## config.mk

```make
export PLATFORM = sky130hd
export DESIGN_NAME = led_matrix_row_scan_refresh
export DESIGN_NICKNAME = d
export VERILOG_FILES = /design/src/rtl/lmrs_pkg.sv /design/src/rtl/lmrs_store.sv /design/src/rtl/led_matrix_row_scan_refresh.sv
export SDC_FILE = /design/constraint.sdc
export NUM_CORES = 2
export LEC_CHECK = 0
export ABC_AREA = 1
export BUFFER_PORTS_ARGS = -buffer_cell sky130_fd_sc_hd__buf_2
export CAP_MARGIN = 10
export CORE_MARGIN = 5
export CORE_UTILIZATION = 45
export CTS_CLUSTER_DIAMETER = 80
export DETAILED_ROUTE_END_ITERATION = 12
export PLACE_DENSITY = 0.67
export SETUP_SLACK_MARGIN = 0.2
export SYNTH_ARGS = -nofsm -noshare
export SYNTH_HDL_FRONTEND = slang
export SYNTH_SLANG_ARGS = --single-unit
```

## constraint.sdc

```tcl
create_clock -name clk -period 31.3 [get_ports clk]
set_input_delay 3.13 -clock clk [delete_from_list [all_inputs] [get_ports clk]]
set_output_delay 3.13 -clock clk [all_outputs]
set_load 0.005 [all_outputs]
```

## src/rtl/lmrs_pkg.sv

```systemverilog
// Package for the LED matrix row scanner: geometry constants, derived widths,
// operation codes and the pixel store write request type.
// No dependencies.
`default_nettype none

package lmrs_pkg;

	// Matrix geometry
	localparam int CHANNELS   = 16;
	localparam int ROWS       = 8;
	localparam int BUF_LEN    = ROWS * CHANNELS;
	localparam int MEM_DEPTH  = 2 * BUF_LEN;
	localparam int MEM_AW     = $clog2(MEM_DEPTH);
	localparam int CNT_W      = $clog2(BUF_LEN + 1);
	localparam int ROW_W      = (ROWS > 1) ? $clog2(ROWS) : 1;

	// Field widths of the transaction ports
	localparam int OP_W       = 2;
	localparam int PIX_W      = 7;
	localparam int BRIGHT_W   = 8;
	localparam int ROW_FW     = 3;
	localparam int CH_FW      = 4;
	localparam int GRAY_W     = 12;
	localparam int GRAY_SHIFT = 4;

	// Operation codes
	localparam logic [OP_W-1:0] OP_WRITE = 2'd0;
	localparam logic [OP_W-1:0] OP_FLIP  = 2'd1;
	localparam logic [OP_W-1:0] OP_TICK  = 2'd2;

	// One write into the pixel store
	typedef struct packed {
		logic                en;
		logic [MEM_AW-1:0]   addr;
		logic [BRIGHT_W-1:0] data;
	} wr_req_t;

endpackage

`default_nettype wire

```

## src/rtl/lmrs_store.sv

```systemverilog
// Pixel store: both frame buffers in one memory, one write and one registered read
// a cycle, with per-entry valid bits so that unwritten entries read as zero.
// Depends on lmrs_pkg.
`default_nettype none

module lmrs_store
	import lmrs_pkg::*;
(
	input  wire logic                clk,
	input  wire logic                arst_n,
	input  wire wr_req_t             wr,
	input  wire logic [MEM_AW-1:0]   rd_addr,
	output      logic [BRIGHT_W-1:0] rd_data
);

	logic [BRIGHT_W-1:0]  mem [MEM_DEPTH];
	logic [MEM_DEPTH-1:0] valid_q;
	logic [BRIGHT_W-1:0]  rd_data_q;
	logic                 rd_valid_q;

	// Write port
	always_ff @(posedge clk) begin
		if (wr.en) begin
			mem[wr.addr] <= wr.data;
		end
	end

	// Mark written entries; reset leaves every entry reading as zero
	always_ff @(posedge clk or negedge arst_n) begin
		if (!arst_n) begin
			valid_q    <= '0;
			rd_valid_q <= 1'b0;
		end else begin
			if (wr.en) begin
				valid_q[wr.addr] <= 1'b1;
			end
			rd_valid_q <= valid_q[rd_addr];
		end
	end

	// Registered read port
	always_ff @(posedge clk) begin
		rd_data_q <= mem[rd_addr];
	end

	assign rd_data = rd_valid_q ? rd_data_q : '0;

endmodule

`default_nettype wire

```

## src/rtl/led_matrix_row_scan_refresh.sv

```systemverilog
// Double-buffered LED matrix row scanner, top level: command sequencer, buffer
// select, row counter and result registers around the pixel store.
// Depends on lmrs_pkg and lmrs_store.
//
//  Channel   Handshake           Payload
//  --------  ------------------  ------------------------------------------
//  command   start / busy        operation, pixel_index, brightness
//  result    strobe (no stall)   row, channel, grayscale, last_of_row
//
// A command is taken at a clock edge with start high and busy low.
// Write: busy stays low. Flip: busy while the front buffer is copied, one
// entry a cycle through the single read port of the pixel store.
// Row tick: busy, one word read a cycle; results pass the store's read register
// and the result registers, one per cycle, strobe high for one cycle.
// Reset clears the sequencer, buffer select, row counter and the store's valid
// bits; no clearing pass is needed. The receiver cannot stall results.
`default_nettype none

module led_matrix_row_scan_refresh
	import lmrs_pkg::*;
(
	input  wire logic                clk,
	input  wire logic                arst_n,
	input  wire logic                start,
	output      logic                busy,
	input  wire logic [OP_W-1:0]     operation,
	input  wire logic [PIX_W-1:0]    pixel_index,
	input  wire logic [BRIGHT_W-1:0] brightness,
	output      logic                strobe,
	output      logic [ROW_FW-1:0]   row,
	output      logic [CH_FW-1:0]    channel,
	output      logic [GRAY_W-1:0]   grayscale,
	output      logic                last_of_row
);

	localparam logic [1:0] ST_IDLE = 2'd0;
	localparam logic [1:0] ST_COPY = 2'd1;
	localparam logic [1:0] ST_SCAN = 2'd2;

	logic [1:0]          state_q;
	logic [CNT_W-1:0]    cnt_q;
	logic                front_q;
	logic [ROW_W-1:0]    row_q;
	logic                accept;
	logic [MEM_AW-1:0]   front_base;
	logic [MEM_AW-1:0]   back_base;
	logic [MEM_AW-1:0]   rd_addr;
	logic [BRIGHT_W-1:0] rd_data;
	wr_req_t             wr;
	logic                strobe_q;
	logic [ROW_FW-1:0]   row_out_q;
	logic [CH_FW-1:0]    channel_q;
	logic [GRAY_W-1:0]   grayscale_q;
	logic                last_q;

	assign busy   = (state_q != ST_IDLE);
	assign accept = start && !busy;

	assign front_base = front_q ? MEM_AW'(BUF_LEN) : '0;
	assign back_base  = front_q ? '0 : MEM_AW'(BUF_LEN);

	// Read address: front buffer entry for a copy, current row word for a scan
	always_comb begin
		unique case (state_q)
			ST_COPY: rd_addr = front_base + MEM_AW'(cnt_q);
			ST_SCAN: rd_addr = front_base + MEM_AW'(row_q) * MEM_AW'(CHANNELS)
				+ MEM_AW'(cnt_q);
			default: rd_addr = '0;
		endcase
	end

	// Write request: pixel write on accept, or copy data in the cycle after its read
	always_comb begin
		wr.en   = 1'b0;
		wr.addr = '0;
		wr.data = '0;
		if (accept && operation == OP_WRITE
			&& (PIX_W + 1)'(pixel_index) < (PIX_W + 1)'(BUF_LEN)) begin
			wr.en   = 1'b1;
			wr.addr = back_base + MEM_AW'(pixel_index);
			wr.data = brightness;
		end else if (state_q == ST_COPY && cnt_q != '0) begin
			wr.en   = 1'b1;
			wr.addr = back_base + MEM_AW'(cnt_q - CNT_W'(1));
			wr.data = rd_data;
		end
	end

	lmrs_store u_store (
		.clk     (clk),
		.arst_n  (arst_n),
		.wr      (wr),
		.rd_addr (rd_addr),
		.rd_data (rd_data)
	);

	// Sequencer, buffer select and row counter
	always_ff @(posedge clk or negedge arst_n) begin
		if (!arst_n) begin
			state_q <= ST_IDLE;
			cnt_q   <= '0;
			front_q <= 1'b0;
			row_q   <= '0;
		end else begin
			unique case (state_q)
				ST_IDLE: begin
					cnt_q <= '0;
					if (accept && operation == OP_FLIP) begin
						front_q <= ~front_q;
						state_q <= ST_COPY;
					end else if (accept && operation == OP_TICK) begin
						state_q <= ST_SCAN;
					end
				end
				ST_COPY: begin
					if (cnt_q == CNT_W'(BUF_LEN)) begin
						state_q <= ST_IDLE;
					end
					cnt_q <= cnt_q + CNT_W'(1);
				end
				ST_SCAN: begin
					if (cnt_q == CNT_W'(CHANNELS)) begin
						state_q <= ST_IDLE;
						row_q   <= (row_q == ROW_W'(ROWS - 1)) ? '0 : row_q + ROW_W'(1);
					end
					cnt_q <= cnt_q + CNT_W'(1);
				end
				default: begin
					state_q <= ST_IDLE;
				end
			endcase
		end
	end

	// Result strobe: one transaction per read word of the scan
	always_ff @(posedge clk or negedge arst_n) begin
		if (!arst_n) begin
			strobe_q <= 1'b0;
		end else begin
			strobe_q <= (state_q == ST_SCAN) && (cnt_q != '0);
		end
	end

	// Result payload, loaded as each scan word returns from the store
	always_ff @(posedge clk) begin
		if (state_q == ST_SCAN && cnt_q != '0) begin
			row_out_q   <= ROW_FW'(row_q);
			channel_q   <= CH_FW'(cnt_q - CNT_W'(1));
			grayscale_q <= GRAY_W'({rd_data, {GRAY_SHIFT{1'b0}}});
			last_q      <= (cnt_q == CNT_W'(CHANNELS));
		end
	end

	assign strobe      = strobe_q;
	assign row         = row_out_q;
	assign channel     = channel_q;
	assign grayscale   = grayscale_q;
	assign last_of_row = last_q;

endmodule

`default_nettype wire

```

==> results.sh <==
export IMPL_hold_buffers=0
export IMPL_leakagePower_nw=45.9
export IMPL_cap_viol_max_count=0
export IMPL_power_density_nw_per_um2=81.5
export IMPL_grt_start_max_net_pins=261
export IMPL_vias=71400
export IMPL_startpoint_type="flop"
export IMPL_syn_avg_cell_area_um2=10.4
export IMPL_cts_tree="yes"
export IMPL_synth_area_top_cells="edfxtp_1, nand3_1, nand2_1"
export IMPL_p_seq_frac=0.399
export IMPL_async_flop_share=0.116
export IMPL_ys_ff_latch=2344
export IMPL_final_layout_size_suffix_gt1_frac=0.0595
export IMPL_fin_crit_sh=0.237
export IMPL_outcome="complete, no violations"
export IMPL_syn_area_um2=102000
export IMPL_insertion_delay_ns=0.87
export IMPL_worstPathMaxFanout=155
export IMPL_ys_seq_area_frac=0.673
export IMPL_first_iter_violations=9334
export IMPL_worst_clock_skew_ns=0.0306
export IMPL_globalplace_congestion=0.922
export IMPL_fin_ws_ns=23.90
export IMPL_netlist_top_cell_by_area="edfxtp_1"
export IMPL_max_slew_margin_rel=0.191
export IMPL_crit_family="buffers and inverters"
export IMPL_setup_tns_ns=0
export IMPL_netlist_area_leader_share=0.605
export IMPL_switching_share=0.361
export IMPL_cp_slowest_cell="buf_4"
export IMPL_wl_mm=291
export IMPL_firstDrtPassIters=6
export IMPL_fin_area_um2=113000
export IMPL_vias_per_cell=5.58
export IMPL_clock_sinks=2344
export IMPL_wire_per_inst_um=22.7
export IMPL_critPathBufInv=6
export IMPL_area_growth_pct=9.94
export IMPL_rows=175
export IMPL_antenna_found_initial=11
export IMPL_post_cts_buffers=0
export IMPL_final_antenna_net_count=0
export IMPL_max_freq_mhz=135
export IMPL_cts_resized=0
export IMPL_crit_arrival_ns=8.22
export IMPL_synth_edf_count=2064
export IMPL_hold_class="flop to flop"
export IMPL_crit_path_cell_trace="inv_1 -> ha_1 -> nand2_1 -> inv_8 -> nand2_4 -> inv_8 -> buf_4 -> buf_4 -> buf_4 -> nand2_1 -> nand2_1 -> nand2_1 -> nand3_1 -> nand3_1 -> nand3_1 -> nand3_1 -> nand3_1 -> nand3_1 -> nand2_1"
export IMPL_worstPathRequired_ns=32.12
export IMPL_slew_violations=0
export IMPL_end_kind="flop"
export IMPL_port_buffers=37
export IMPL_grt_pass1_wl_mm=434
export IMPL_clk_pin_slew_worst_paths_ns=0.07
export IMPL_synth_cell_type_count=42
export IMPL_crit_type="flop to flop"
export IMPL_cts_root_buffer="clkbuf_16"
export IMPL_yosysWarnings=0
export IMPL_ys_flop_type="edfxtp_1"
export IMPL_cpPeakStageDelay_ns=0.93
export IMPL_clock_path_buffers=3
export IMPL_cpMostUsedCell="nand3_1"
export IMPL_peakVddDrop_v=0.0000919
export IMPL_overflow=0
export IMPL_numCtsBuffers=223
export IMPL_synthCells=9837
export IMPL_finalNetCount=9609
export IMPL_track_usage=0.240
export IMPL_synth_most_common_cell="nand2_1"
export IMPL_comb_power_share=0.290
export IMPL_htreeDepth=4
export IMPL_dieArea_um2=237000
export IMPL_fin_crit_ns=7.40
export IMPL_start_util=0.451
export IMPL_p_clk_frac=0.310
export IMPL_die_height_um=487
export IMPL_post_place_ws_ns=24.05
export IMPL_p_sw_w=0.00331
export IMPL_dp_hpwl_mm=164
export IMPL_die_w_um=487
export IMPL_ios=42
export IMPL_hold_violations=0
export IMPL_grt_pass1_vias=69000
export IMPL_internal_power_w=0.00587
export IMPL_tightestPinTransition_ns=1.21
export IMPL_drc=0
export IMPL_core_um2=227000
export IMPL_rsz0062_at_grt="no"
export IMPL_final_setup_viol_count=0
export IMPL_dpl_cell_area_um2=105000
export IMPL_netlist_top_cells_count="nand2_1, edfxtp_1, nand3_1, inv_1, nand3b_1"
[worst paths after layout]
kind	startpoint	to	slack, ns	cells past startpoint
max	state_q[0]	u_store.rd_data_q[2]	23.90	19
min	u_store.valid_q[5]	u_store.valid_q[5]	0.46	2
max reg2reg	state_q[0]	u_store.rd_data_q[2]	23.90	19
min reg2reg	u_store.valid_q[5]	u_store.valid_q[5]	0.46	2
max in group asynchronous	arst_n	u_store.valid_q[159]	27.39	2
min in group asynchronous	arst_n	front_q	2.25	1
[logic make-up (layout without fill, tap and decap cells)]
family / Yosys count / after routing / synth area share
mux: 1 / 1 / 0.0000977
fa+ha+maj: 13 / 13 / 0.00166
xor+xnor: 9 / 9 / 0.000769
simple gates: 4873 / 4873 / 0.216
compound gates: 476 / 476 / 0.0264
flops: 2344 / 2344 / 0.673
other cells: 1 / 10 / 0.0000366
buf+inv: 2120 / 2057 / 0.0819
[layout by cell type (no fill, tap or decap), types with 13 or more instances in the layout]
cell / instances
buf_2: 36
buf_4: 100
bufinv_16: 35
clkbuf_1: 36
clkbuf_16: 226
clkinv_1: 42
clkinv_2: 46
clkinvlp_4: 13
dfrtp_1: 272
edfxtp_1: 2064
inv_1: 1456
inv_2: 18
nand2_1: 2173
nand2_2: 17
nand3_1: 1979
nand3b_1: 336
nor2_1: 325
o211ai_1: 110
o21ai_0: 147
o21ai_1: 188
[per-stage QoR]
stage	utilization	total power, W	instances	hold slack (ns)
6_report	0.496	0.00918	12800	0.460
5_1_grt	0.496	0.00953	12800	0.470
4_1_cts	0.496	0.00916	12800	0.459
3_5_place_dp	0.462	0.00634	12400	0.445
3_3_place_gp	0.462	0.00631	12400	0.438
2_1_floorplan	-	0.00554	9840	0.427
[tightest hold or removal path: stages (launching register included)]
cell	delay, ns
dfrtp_1	0.32
inv_1	0.05
o21ai_0	0.06
[registers in the layout, summed over array words and instances, names as in the netlist]
signal,cells
row_q,3
u_store.valid_q,256
grayscale,8
state_q,2
u_store.rd_data_q,8
row,3
channel,4
strobe,1
front_q,1
u_store.mem,2048
last_of_row,1
cnt_q,8
u_store.rd_valid_q,1
[routing by layer]
layer,vias to the layer above,track usage,wire (µm)
met3,697,0.0500,29600
met4,4,0.114,14700
met1,34700,0.322,114000
li1,32200,-,-
met5,-,0,23
met2,3756,0.376,132000
[final cells by class]
cell class / count / area (µm²)
fillers: 19800 / 114000
flip-flops and latches: 2344 / 68900
multi-input cells: 5376 / 25300
clock buffers: 274 / 5960
inverters: 1481 / 5590
well taps: 3009 / 3760
clock inverters: 152 / 1840
repair buffers: 150 / 1200
diodes: 6 / 15.0
[power by group through the flow]
stage          registers [W]  logic (W)  clock network [W]
3_5_place_dp         0.00373    0.00261                  0
4_1_cts              0.00367    0.00261            0.00288
2_1_floorplan        0.00389    0.00165                  0
5_1_grt              0.00367    0.00285            0.00301
3_3_place_gp         0.00373    0.00258                  0
6_report             0.00367    0.00267            0.00285
(Power assumes the default switching activity.)
